### config.mk
export PLATFORM = sky130hd
export DESIGN_NAME = led_dimmer_effect_engine
export DESIGN_NICKNAME = d
export VERILOG_FILES = /design/src/sv/dim_pkg.sv /design/src/sv/dim_front.sv /design/src/sv/dim_queue.sv /design/src/sv/dim_back.sv /design/src/sv/led_dimmer_effect_engine.sv
export SDC_FILE = /design/constraint.sdc
export NUM_CORES = 1
export LEC_CHECK = 0
export ABC_AREA = 1
export BUFFER_PORTS_ARGS = -buffer_cell sky130_fd_sc_hd__buf_2
export CAP_MARGIN = 5
export CORE_UTILIZATION = 50
export DETAILED_ROUTE_END_ITERATION = 16
export MAX_ROUTING_LAYER = met4
export PLACE_DENSITY_LB_ADDON = 0.1
export SLEW_MARGIN = 0
export SYNTH_ARGS = -nofsm -noshare
export SYNTH_HDL_FRONTEND = slang
export SYNTH_SLANG_ARGS = --single-unit
### constraint.sdc
create_clock -name clk_i -period 5.9 [get_ports clk_i]
set_clock_uncertainty 0.15 [all_clocks]
set_input_delay 0.59 -clock clk_i [delete_from_list [all_inputs] [get_ports clk_i]]
set_output_delay 0.59 -clock clk_i [all_outputs]
set_load 0.01 [all_outputs]
### src/sv/dim_pkg.sv
// Shared types, codes and constants for the LED dimmer effect engine.
package dim_pkg;

  localparam int unsigned QueueDepthDef = 2;

  localparam int unsigned InDataW  = 32;
  localparam int unsigned OutDataW = 24;

  // Event codes as they arrive on the input stream
  localparam logic [2:0] ActTick     = 3'd0;
  localparam logic [2:0] ActSetLevel = 3'd1;
  localparam logic [2:0] ActStart    = 3'd2;
  localparam logic [2:0] ActLoad     = 3'd3;
  localparam logic [2:0] ActClear    = 3'd4;

  // Effect codes
  localparam logic [2:0] EffNone     = 3'd0;
  localparam logic [2:0] EffFade     = 3'd1;
  localparam logic [2:0] EffStrobe   = 3'd2;
  localparam logic [2:0] EffSequence = 3'd3;
  localparam logic [2:0] EffFlicker  = 3'd4;

  // Configuration register indexes
  localparam logic [1:0] CfgEnable    = 2'd0;
  localparam logic [1:0] CfgBipolar   = 2'd1;
  localparam logic [1:0] CfgInverse   = 2'd2;
  localparam logic [1:0] CfgDriveMode = 2'd3;

  localparam logic [1:0] DriveExtEffects = 2'd2;

  localparam int unsigned NumParams = 5;
  localparam logic [2:0]  ParamLimit = 3'd5;

  localparam logic [7:0] LevelFull      = 8'd255;
  localparam logic [7:0] BipolarThresh  = 8'd127;

  typedef enum logic [2:0] {
    OpNop,
    OpTick,
    OpSetLevel,
    OpStart,
    OpLoad,
    OpClear
  } op_e;

  typedef struct packed {
    op_e        op;
    logic       refresh;
    logic [7:0] value;     // level for set level, data for parameter load
    logic [2:0] kind;
    logic [2:0] idx;
  } cmd_t;

  typedef struct packed {
    logic       enabled;
    logic       bipolar;
    logic       inverse;
    logic [1:0] drive_mode;
  } cfg_t;

  // Packed so that drive_level lands in the lowest bits
  typedef struct packed {
    logic       drive_updated;
    logic       start_next;
    logic [2:0] active_effect;
    logic [7:0] logical_level;
    logic [7:0] drive_level;
  } res_t;

endpackage

### src/sv/dim_front.sv
// Input side: takes event beats and classifies them into commands.
module dim_front import dim_pkg::*; (
  input  cfg_t                 cfg_i,
  input  logic                 s_axis_tvalid,
  output logic                 s_axis_tready,
  input  logic [InDataW-1:0]   s_axis_tdata,
  input  logic                 q_full_i,
  output logic                 push_o,
  output cmd_t                 cmd_o
);

  logic [2:0] action;
  logic       refresh;
  logic [7:0] level;
  logic [2:0] kind;
  logic [2:0] idx;
  logic [7:0] value;
  logic       ext_fx;

  assign action  = s_axis_tdata[2:0];
  assign refresh = s_axis_tdata[3];
  assign level   = s_axis_tdata[11:4];
  assign kind    = s_axis_tdata[14:12];
  assign idx     = s_axis_tdata[17:15];
  assign value   = s_axis_tdata[25:18];

  assign ext_fx  = (cfg_i.drive_mode == DriveExtEffects);

  assign s_axis_tready = !q_full_i;
  assign push_o        = s_axis_tvalid && !q_full_i;

  always_comb begin
    cmd_o.op      = OpNop;
    cmd_o.refresh = refresh;
    cmd_o.value   = value;
    cmd_o.kind    = kind;
    cmd_o.idx     = idx;
    if (cfg_i.enabled) begin
      case (action)
        ActTick: begin
          if (!ext_fx) cmd_o.op = OpTick;
        end
        ActSetLevel: begin
          cmd_o.op    = OpSetLevel;
          cmd_o.value = level;
        end
        ActStart: begin
          if (!ext_fx && kind <= EffFlicker) cmd_o.op = OpStart;
        end
        ActLoad: begin
          if (!ext_fx && idx < ParamLimit) cmd_o.op = OpLoad;
        end
        ActClear: begin
          cmd_o.op = OpClear;
        end
        default: begin
          cmd_o.op = OpNop;
        end
      endcase
    end
  end

endmodule

### src/sv/dim_queue.sv
// Short command queue between the classifier and the effect sequencer.
module dim_queue import dim_pkg::*; #(
  parameter int unsigned Depth = QueueDepthDef
) (
  input  logic clk_i,
  input  logic rst_ni,
  input  logic push_i,
  input  cmd_t cmd_i,
  output logic full_o,
  input  logic pop_i,
  output logic valid_o,
  output cmd_t cmd_o
);

  localparam int unsigned PtrW = (Depth > 1) ? $clog2(Depth) : 1;
  localparam int unsigned CntW = $clog2(Depth + 1);

  cmd_t            mem_q [Depth];
  logic [PtrW-1:0] wr_ptr_q, wr_ptr_d;
  logic [PtrW-1:0] rd_ptr_q, rd_ptr_d;
  logic [CntW-1:0] count_q, count_d;

  function automatic logic [PtrW-1:0] ptr_inc(input logic [PtrW-1:0] p);
    logic [PtrW-1:0] r;
    if (p == PtrW'(Depth - 1)) r = '0;
    else r = p + 1'b1;
    return r;
  endfunction

  assign full_o  = (count_q == CntW'(Depth));
  assign valid_o = (count_q != '0);
  assign cmd_o   = mem_q[rd_ptr_q];

  always_comb begin
    wr_ptr_d = push_i ? ptr_inc(wr_ptr_q) : wr_ptr_q;
    rd_ptr_d = pop_i ? ptr_inc(rd_ptr_q) : rd_ptr_q;
    count_d  = count_q;
    if (push_i && !pop_i) count_d = count_q + 1'b1;
    else if (!push_i && pop_i) count_d = count_q - 1'b1;
  end

  always_ff @(posedge clk_i or negedge rst_ni) begin
    if (!rst_ni) begin
      wr_ptr_q <= '0;
      rd_ptr_q <= '0;
      count_q  <= '0;
    end else begin
      wr_ptr_q <= wr_ptr_d;
      rd_ptr_q <= rd_ptr_d;
      count_q  <= count_d;
    end
  end

  always_ff @(posedge clk_i) begin
    if (push_i) mem_q[wr_ptr_q] <= cmd_i;
  end

endmodule

### src/sv/dim_back.sv
// Effect sequencer: runs commands against the channel state, registers results.
module dim_back import dim_pkg::*; (
  input  logic                 clk_i,
  input  logic                 rst_ni,
  input  cfg_t                 cfg_i,
  input  logic                 cmd_valid_i,
  input  cmd_t                 cmd_i,
  output logic                 pop_o,
  output logic                 m_axis_tvalid,
  input  logic                 m_axis_tready,
  output logic [OutDataW-1:0]  m_axis_tdata
);

  logic [7:0] lvl_q, lvl_d;
  logic [2:0] eff_q, eff_d;
  logic [7:0] p_q [NumParams];
  logic [7:0] p_d [NumParams];
  logic       wr;
  logic       nxt;

  logic       fade_up;
  logic [7:0] fade_diff;
  logic [7:0] strb_dec;
  logic [7:0] seq_on_time;
  logic [7:0] flk_saved;

  logic       out_valid_q;
  res_t       out_q;
  res_t       res;

  function automatic logic [7:0] map_drive(input logic [7:0] v, input cfg_t c);
    logic [7:0] d;
    d = v;
    if (c.bipolar) d = (d > BipolarThresh) ? LevelFull : 8'd0;
    if (c.inverse) d = LevelFull - d;
    return d;
  endfunction

  assign pop_o = cmd_valid_i && (!out_valid_q || m_axis_tready);

  assign fade_up     = (p_q[0] > lvl_q);
  assign fade_diff   = fade_up ? (p_q[0] - lvl_q) : (lvl_q - p_q[0]);
  assign strb_dec    = p_q[4] - 1'b1;
  assign seq_on_time = (p_q[4] == 8'd0) ? p_q[2] : p_q[4];
  assign flk_saved   = (p_q[3] == 8'd0) ? lvl_q : p_q[2];

  always_comb begin
    lvl_d = lvl_q;
    eff_d = eff_q;
    p_d   = p_q;
    wr    = 1'b0;
    nxt   = 1'b0;
    case (cmd_i.op)
      OpTick: begin
        // ticks only reach here outside external effects mode, so writes hit the drive
        case (eff_q)
          EffNone: begin
            wr = cmd_i.refresh;
          end
          EffFade: begin
            if (p_q[2] == p_q[3]) begin
              p_d[3] = 8'd0;
              wr     = 1'b1;
              if (fade_diff < p_q[1]) begin
                lvl_d  = p_q[0];
                eff_d  = EffNone;
                p_d[0] = 8'd0;
                p_d[1] = 8'd0;
                p_d[2] = 8'd0;
              end else if (fade_up) begin
                lvl_d = lvl_q + p_q[1];
              end else begin
                lvl_d = lvl_q - p_q[1];
              end
            end else begin
              p_d[3] = p_q[3] + 1'b1;
            end
          end
          EffStrobe: begin
            if (p_q[4] == 8'd0) begin
              lvl_d  = p_q[2];
              wr     = 1'b1;
              p_d[4] = p_q[0];
            end else if (lvl_q == p_q[2]) begin
              p_d[4] = strb_dec;
              if (strb_dec == 8'd0) begin
                lvl_d  = p_q[3];
                wr     = 1'b1;
                p_d[4] = p_q[1];
              end
            end else if (lvl_q == p_q[3]) begin
              p_d[4] = strb_dec;
              if (strb_dec == 8'd0) begin
                lvl_d  = p_q[2];
                wr     = 1'b1;
                p_d[4] = p_q[0];
              end
            end else begin
              // level moved from outside: restart the count
              p_d[4] = 8'd0;
            end
          end
          EffSequence: begin
            p_d[4] = seq_on_time;
            if (lvl_q != p_q[0]) begin
              lvl_d = p_q[0];
              wr    = 1'b1;
            end
            if (p_q[2] == 8'd0) begin
              p_d[2] = seq_on_time;
              lvl_d  = p_q[1];
              wr     = 1'b1;
              eff_d  = EffNone;
              nxt    = (p_q[3] != 8'd0);
            end else begin
              p_d[2] = p_q[2] - 1'b1;
            end
          end
          EffFlicker: begin
            p_d[2] = flk_saved;
            p_d[3] = (p_q[3] == 8'd0) ? 8'd1 : p_q[3];
            if (lvl_q != p_q[0]) begin
              lvl_d = p_q[0];
              wr    = 1'b1;
            end
            if (p_q[1] == 8'd0) begin
              lvl_d = flk_saved;
              wr    = 1'b1;
              eff_d = EffNone;
            end else begin
              p_d[1] = p_q[1] - 1'b1;
            end
          end
          default: begin
            wr = 1'b0;
          end
        endcase
      end
      OpSetLevel: begin
        lvl_d = cmd_i.value;
        wr    = (cfg_i.drive_mode != DriveExtEffects);
      end
      OpStart: begin
        eff_d = cmd_i.kind;
      end
      OpLoad: begin
        p_d[cmd_i.idx] = cmd_i.value;
      end
      OpClear: begin
        eff_d = EffNone;
        for (int i = 0; i < NumParams; i++) p_d[i] = 8'd0;
      end
      default: begin
        lvl_d = lvl_q;
      end
    endcase
  end

  always_comb begin
    res.drive_level   = map_drive(lvl_d, cfg_i);
    res.logical_level = lvl_d;
    res.active_effect = eff_d;
    res.start_next    = nxt;
    res.drive_updated = wr;
  end

  always_ff @(posedge clk_i or negedge rst_ni) begin
    if (!rst_ni) begin
      lvl_q       <= 8'd0;
      eff_q       <= EffNone;
      for (int i = 0; i < NumParams; i++) p_q[i] <= 8'd0;
      out_valid_q <= 1'b0;
    end else begin
      if (pop_o) begin
        lvl_q <= lvl_d;
        eff_q <= eff_d;
        p_q   <= p_d;
      end
      if (pop_o) out_valid_q <= 1'b1;
      else if (m_axis_tready) out_valid_q <= 1'b0;
    end
  end

  always_ff @(posedge clk_i) begin
    if (pop_o) out_q <= res;
  end

  assign m_axis_tvalid = out_valid_q;
  assign m_axis_tdata  = {{(OutDataW - $bits(res_t)){1'b0}}, out_q};

  a_next_ends_seq: assert property (@(posedge clk_i) disable iff (!rst_ni)
    out_valid_q && out_q.start_next |->
      out_q.drive_updated && (out_q.active_effect == EffNone))
    else $error("start_next without a finished sequence");

  a_eff_range: assert property (@(posedge clk_i) disable iff (!rst_ni)
    eff_q <= EffFlicker)
    else $error("effect register out of range");

  a_pop_loads: assert property (@(posedge clk_i) disable iff (!rst_ni)
    pop_o |=> out_valid_q && (out_q.logical_level == lvl_q) &&
              (out_q.active_effect == eff_q))
    else $error("result register does not match channel state");

  a_hold_state: assert property (@(posedge clk_i) disable iff (!rst_ni)
    !pop_o |=> $stable(lvl_q) && $stable(eff_q))
    else $error("channel state changed without a command");

endmodule

### src/sv/led_dimmer_effect_engine.sv
// Top level of the LED dimmer effect engine: config registers, front, queue, back.
//
// Usage:
//   Events arrive as beats on s_axis (tdata: action[2:0], refresh[3], level[11:4],
//   effect_kind[14:12], param_index[17:15], param_value[25:18]). Each event gives
//   exactly one result beat on m_axis (tdata: drive_level[7:0],
//   logical_level[15:8], active_effect[18:16], start_next[19], drive_updated[20]).
//   Configuration registers (0 enable, 1 bipolar, 2 inverse, 3 drive mode) are
//   written through cfg_valid_i/cfg_index_i/cfg_data_i, always ready; write them
//   only while no event is in flight.
//   Path: an event is held in the command queue, then its result is registered
//   in the sequencer's result register before it appears on m_axis.
//   Throughput: one event per cycle while m_axis_tready is high; the sequencer
//   updates the channel state on each pop, so the output register sets the pace.
//   Reset clears configuration, level, effect and all effect parameters, and
//   empties the queue. When the receiver stalls the result register holds,
//   the queue fills, and s_axis_tready drops once QueueDepth events wait.
module led_dimmer_effect_engine import dim_pkg::*; #(
  parameter int unsigned QueueDepth = QueueDepthDef
) (
  input  logic                 clk_i,
  input  logic                 rst_ni,
  input  logic                 cfg_valid_i,
  output logic                 cfg_ready_o,
  input  logic [1:0]           cfg_index_i,
  input  logic [1:0]           cfg_data_i,
  input  logic                 s_axis_tvalid,
  output logic                 s_axis_tready,
  // action, refresh, level, effect_kind, param_index, param_value (from bit 0)
  input  logic [InDataW-1:0]   s_axis_tdata,
  output logic                 m_axis_tvalid,
  input  logic                 m_axis_tready,
  // drive_level, logical_level, active_effect, start_next, drive_updated (from bit 0)
  output logic [OutDataW-1:0]  m_axis_tdata
);

  cfg_t cfg_q, cfg_d;
  cmd_t front_cmd;
  cmd_t q_cmd;
  logic push;
  logic pop;
  logic q_full;
  logic q_valid;

  assign cfg_ready_o = 1'b1;

  always_comb begin
    cfg_d = cfg_q;
    if (cfg_valid_i) begin
      case (cfg_index_i)
        CfgEnable:    cfg_d.enabled    = cfg_data_i[0];
        CfgBipolar:   cfg_d.bipolar    = cfg_data_i[0];
        CfgInverse:   cfg_d.inverse    = cfg_data_i[0];
        CfgDriveMode: cfg_d.drive_mode = cfg_data_i;
        default:      cfg_d = cfg_q;
      endcase
    end
  end

  always_ff @(posedge clk_i or negedge rst_ni) begin
    if (!rst_ni) begin
      cfg_q <= '0;
    end else begin
      cfg_q <= cfg_d;
    end
  end

  dim_front u_front (
    .cfg_i         (cfg_q),
    .s_axis_tvalid (s_axis_tvalid),
    .s_axis_tready (s_axis_tready),
    .s_axis_tdata  (s_axis_tdata),
    .q_full_i      (q_full),
    .push_o        (push),
    .cmd_o         (front_cmd)
  );

  dim_queue #(
    .Depth (QueueDepth)
  ) u_queue (
    .clk_i   (clk_i),
    .rst_ni  (rst_ni),
    .push_i  (push),
    .cmd_i   (front_cmd),
    .full_o  (q_full),
    .pop_i   (pop),
    .valid_o (q_valid),
    .cmd_o   (q_cmd)
  );

  dim_back u_back (
    .clk_i         (clk_i),
    .rst_ni        (rst_ni),
    .cfg_i         (cfg_q),
    .cmd_valid_i   (q_valid),
    .cmd_i         (q_cmd),
    .pop_o         (pop),
    .m_axis_tvalid (m_axis_tvalid),
    .m_axis_tready (m_axis_tready),
    .m_axis_tdata  (m_axis_tdata)
  );

endmodule

## After elaboration in Yosys (flattened, before gate mapping)

Memory sizes are Yosys's and may differ from the RTL's.
Cells that the tools add are included.

| operators by class | value |
|---|---|
| bitwise operators | 1 |
| equality and inequality tests | 33 |
| $add $sub $neg | 13 |
| reductions and logical operators | 36 |
| order comparisons | 7 |
| mux-type cells | 70 |

Operators by type and width:

| operator | count |
|---|---|
| 8-bit 2-to-1 mux | 30 |
| 40-bit case mux with 3 select lines | 1 |
| 8-bit case mux with 2 select lines | 4 |
| 24-bit 2-to-1 mux | 2 |
| 40-bit bitwise mux | 1 |
| 8-bit zero test | 5 |
| 8-bit case mux with 4 select lines | 1 |
| 8-bit demux with 3-bit select | 1 |
| 8-bit == test | 3 |
| 8-bit case mux with 3 select lines | 1 |
| 8-bit by 1-bit subtractor with 8-bit output (second input constant) | 3 |
| 8-bit subtractor | 3 |
| 3-bit by 2-bit == test with 1-bit output (second input constant) | 6 |
| 3-bit 2-to-1 mux | 6 |
| 3-bit case mux with 3 select lines | 2 |
| 1-bit 2-to-1 mux | 15 |
| 3-bit case mux with 5 select lines | 1 |
| 3-bit == test (second input constant) | 4 |
| 3-bit by 2-bit != test with 1-bit output (second input constant) | 4 |
| 5-bit AND reduction | 2 |
| 3-bit by 1-bit == test with 1-bit output (second input constant) | 3 |
| 8-bit by 1-bit adder with 8-bit output (second input constant) | 1 |
| 8-bit adder | 1 |
| 2-bit == test (second input constant) | 4 |
| 33 further kinds | 56 |

| storage, ports and cells | value |
|---|---|
| bits of input ports | 41 |
| register bits after elaboration | 82 |
| memory bits (writable) | 36 |
| logic and storage cells | 181 |
| output and inout port bits | 27 |
| memories kept | 1 |

Memory list:

| name | words | width | rd ports | clocked after Yosys merged registers in | wr ports | line | text |
|---|---|---|---|---|---|---|---|
| u_queue.mem_q | 2 | 18 | 1 | 0 | 1 | dim_queue.sv:18 | `cmd_t mem_q [Depth];` |

## Longest topological paths before layout

| depth | value |
|---|---|
| word-level depth | 13 |
| mapped depth | 33 |
| depth with buffers taken out | 31 |

## By module

A second synthesis with hierarchy kept.

| unflattened totals | value |
|---|---|
| cell total of the unflattened synthesis | 1342 |
| area total of the unflattened synthesis | 9625.5 um^2 |

By module, submodules not included:

| module | cells an instance | area each (um^2) | sequential area each (um^2) | instances |
|---|---|---|---|---|
| dim_back | 1173 | 7500.9 | 1931.9 | 1 |
| dim_queue | 81 | 1555.2 | 1181.1 | 1 |
| dim_front | 58 | 327.8 | 0.0 | 1 |
| led_dimmer_effect_engine | 30 | 241.5 | 125.1 | 1 |

## Least setup slack after synthesis

No wires, ideal clock.

| timing path | value |
|---|---|
| kind | register -> register |
| start | register u_back.lvl_q[7] |
| end | register u_back.out_q, in the netlist u_back.m_axis_tdata[0] (data pin) |
| data arrival time | 3.840 ns |
| stages on the path, launching flop included | 30 |
| data required time | 5.497 ns |
| slack | 1.657 ns |
| clock period less this slack | 4.243 ns |
| cell sequence | dfrtp_1 -> buf_2 -> inv_2 -> ha_1 -> nand2_1 -> nor2_1 -> nand4_1 -> clkbuf_1 -> buf_2 -> nand2_1 -> buf_2 -> inv_1 -> nor2_1 -> o22ai_1 -> xnor2_1 -> inv_1 -> ha_1 -> a21oi_1 -> o21a_1 -> nand2_1 -> buf_1 -> nor2_1 -> o21ai_0 -> nand3_1 -> nand2_1 -> nand2_1 -> nand2_1 -> nand2_1 -> nand3_1 -> nand2_1 |

RTL lines:

| what | line | text |
|---|---|---|
| start, declared | dim_back.sv:14 | `logic [7:0] lvl_q, lvl_d;` |
| start signal, assigned | dim_back.sv:175 | `lvl_q <= lvl_d;` |
| end signal, assigned | dim_back.sv:185 | `if (pop_o) out_q <= res;` |
| end, declared | dim_back.sv:28 | `res_t out_q;` |

==> flow_summary.json <==
{
  "power.total_mw": 7.80,
  "numPortBuffers": 57,
  "synth.most_common_cell": "nand2_1",
  "p_sw_mw": 4.29,
  "wl_met1_um": 14600,
  "clock_path_buffers": 2,
  "ys_seq_elements": 118,
  "grt_pass1_vias": 8994,
  "seqPwrFrac_pct": 19.9,
  "reg2reg_slack_ns": 0.73,
  "met2_length_um": 14800,
  "htreeDepth": 4,
  "clkLatencyLatePin_ns": 0.43,
  "cts-hold-fix-buffers": 0,
  "avgViaCountPerCell": 5.74,
  "synth_ff_type": "dfrtp_1",
  "start_kind": "flip-flop",
  "rr_startpoint": "u_back.lvl_q[4]$_DFFE_PN0P_",
  "clkSlewWorstSetupHoldPaths_ns": 0.07,
  "synth_common_cells": "nand2_1, o21ai_0, inv_1",
  "wl_per_cell_um": 20.0,
  "fill_cells": 1855,
  "cts_setup_buffers": 0,
  "routed_wirelength_um": 33700,
  "p_sw_share_pct": 55.0,
  "slew-limit-headroom_pct": 19.2,
  "cp_data_arrival_time_ns": 5.21,
  "drt_iter0_markers": 1019,
  "p_leak_nw": 5.09,
  "ios": 68,
  "period_share_pct": 87.6,
  "finalCriticalPeriod_ns": 5.17,
  "gr-total-overflow": 0,
  "internal_power_mw": 3.51,
  "hold_class": "in2async",
  "synth_area_um2": 9660,
  "place.gp.congestion": 1.00,
  "worst_pin_slew_ns": 1.20,
  "maxCapViolations": 0,
  "setup_viol": 0,
  "synth_edf_count": 57,
  "critical_path_class": "reg2reg",
  "core_um2": 18800,
  "dp_hpwl_um": 25100,
  "drc": 0,
  "drtAntennaViolNets": 0,
  "clkSinkCount": 118,
  "die_x_um": 141,
  "cts_root_buf": "clkbuf_16",
  "rsz0062_at_grt": "no",
  "antenna_found_initial": 1,
  "cp-end-kind": "flip-flop",
  "ys.warnings.count": 0,
  "drt-pass1-iter-count": 8,
  "timing.fmax_mhz": 193,
  "cp_data_required_time_ns": 5.93,
  "ys_seq_area_share_pct": 33.5,
  "rr_worst_depth": 26,
  "area_growth_pct": 11.5,
  "syn-mean-instance-area_um2": 7.07,
  "p_clk_share_pct": 13.9,
  "yosysUniqueCellTypes": 58,
  "r2r_end": "u_back.m_axis_tdata[0]$_DFFE_PP_",
  "place_area_um2": 10200,
  "routed.top_layer": "met4",
  "hold_viol": 0,
  "netlist_instances": 1367,
  "tns_ns": 0,
  "grt_pass1_wl_um": 52400,
  "synthArstFlopShare_pct": 51.7,
  "rows": 50,
  "status": "finished clean",
  "initial_core_util_pct": 51.3,
  "grt_util_all_layers_pct": 36.5,
  "wl_met3_um": 2610,
  "dieArea_um2": 19900,
  "synth_largest_area_cell": "edfxtp_1",
  "crit_fanout": 15,
  "die_h_um": 141,
  "power_density_nw_per_um2": 723,
  "combPwrFrac_pct": 66.2,
  "cts_tree": "yes",
  "nets": 1495,
  "cts-resized-gates": 0,
  "ir_drop_mv": 0.251,
  "finalMaxSlewViolations": 0,
  "synth_area_leaders": "edfxtp_1, dfrtp_1, nand2_1",
  "numCtsBuffers": 17,
  "synth_top_area_share_pct": 17.7,
  "postLayoutCellArea_um2": 10800,
  "final_layout_size_suffix_gt1_share_pct": 13.0,
  "via_count": 9694,
  "grt_max_degree": 62
}
[layout make-up]
type                       count  area, um2  area share, %
clock inverter                15        169           1.57
multi-input combinational   1030       5520           51.2
sequential                   118       3240           30.0
tap                          260        325           3.02
timing repair buffer          83        480           4.46
antenna                        1       2.50         0.0232
inverter                     164        621           5.76
clock buffer                  17        425           3.95
[cells in the final DEF (no fill, tap or decap), types with 13 or more instances in the layout]
cell type / n
dfrtp_1: 61
nand4_1: 19
o211ai_1: 16
xnor2_1: 23
o21ai_1: 26
a21oi_1: 96
nor2_1: 112
xor2_1: 20
buf_4: 26
o22ai_1: 13
nand3_1: 97
nand2_1: 337
buf_2: 57
o21ai_0: 134
inv_1: 132
edfxtp_1: 57
inv_2: 26
clkbuf_16: 17
ha_1: 37
[state kept, by name (all words and copies together), names as in the netlist]
| register | cells |
|---|---|
| cfg_q | 5 |
| u_back.eff_q | 3 |
| u_back.lvl_q | 8 |
| u_back.m_axis_tdata | 21 |
| u_back.m_axis_tvalid | 1 |
| u_back.p_q | 40 |
| u_queue.count_q | 2 |
| u_queue.mem_q | 36 |
| u_queue.rd_ptr_q | 1 |
| u_queue.wr_ptr_q | 1 |
[power by group through the flow]
| stage | combinational (mW) | clock [mW] | sequential, mW |
|---|---|---|---|
| 4_1_cts | 5.08 | 1.09 | 1.54 |
| 3_5_place_dp | 5.05 | 0 | 1.55 |
| 6_report | 5.16 | 1.08 | 1.55 |
| 5_1_grt | 5.77 | 1.12 | 1.58 |
| 2_1_floorplan | 3.70 | 0 | 1.46 |
| 3_3_place_gp | 5.01 | 0 | 1.55 |
[per-layer routing]
| layer | up-vias | global-route usage, % |
|---|---|---|
| met1 | 4503 | 48.4 |
| met5 | - | - |
| met2 | 421 | 54.9 |
| met4 | 0 | 17.7 |
| li1 | 4670 | - |
| met3 | 100 | 5.40 |
[worst max-delay path: stages, from the launching register on]
cell	delay, ns
dfrtp_1	0.74
inv_1	0.35
ha_1	0.31
nand2_1	0.07
nand2_1	0.06
a21oi_1	0.16
nand2_1	0.15
nand2_1	0.26
buf_4	0.25
nand2_1	0.06
o21ai_0	0.10
xor2_1	0.18
inv_1	0.06
ha_1	0.26
nand2_1	0.04
o21ai_0	0.15
nand4_1	0.15
nand2_1	0.41
nor2_1	0.16
o21ai_0	0.26
nand3_1	0.12
nand2_1	0.07
nand2_1	0.05
nand2_1	0.10
nand2_1	0.09
nand3_1	0.10
nand2_1	0.06
[kinds of logic after synthesis]
group | after synthesis | share of synthesized area, %
compound gates | 321 | 18.8
xor+xnor | 43 | 3.90
fa+ha+maj | 40 | 5.41
buf+inv | 221 | 9.49
flops | 118 | 33.5
mux | 13 | 1.49
other cells | 2 | 0.0777
simple gates | 609 | 27.3
[metrics by stage]
step                      util (%)  instances  hold WS (ns)  worst slack [ns]
final                         57.2       1688         0.201             0.729
after global routing          57.2       1688         0.202             0.308
after CTS                     57.2       1687         0.195             0.781
after detailed placement      54.1       1655         0.321             0.799
after global placement        54.1       1655         0.312             0.847
after floorplan                  -       1369         0.144              1.66
[worst max-delay path by stage]
stage	startpoint	to	slack, ns	depth (start not counted)
floorplan	u_back.lvl_q[7]$_DFFE_PN0P_	u_back.m_axis_tdata[0]$_DFFE_PP_	1.66	29
global placement	u_back.lvl_q[4]$_DFFE_PN0P_	u_back.m_axis_tdata[4]$_DFFE_PP_	0.85	28
detailed placement	u_back.lvl_q[4]$_DFFE_PN0P_	u_back.m_axis_tdata[0]$_DFFE_PP_	0.80	26
CTS	u_back.lvl_q[4]$_DFFE_PN0P_	u_back.m_axis_tdata[0]$_DFFE_PP_	0.78	26
global route	u_back.lvl_q[4]$_DFFE_PN0P_	u_back.m_axis_tdata[1]$_DFFE_PP_	0.31	25
finish	u_back.lvl_q[4]$_DFFE_PN0P_	u_back.m_axis_tdata[0]$_DFFE_PP_	0.73	26
Power figures use the tool's default switching activity.
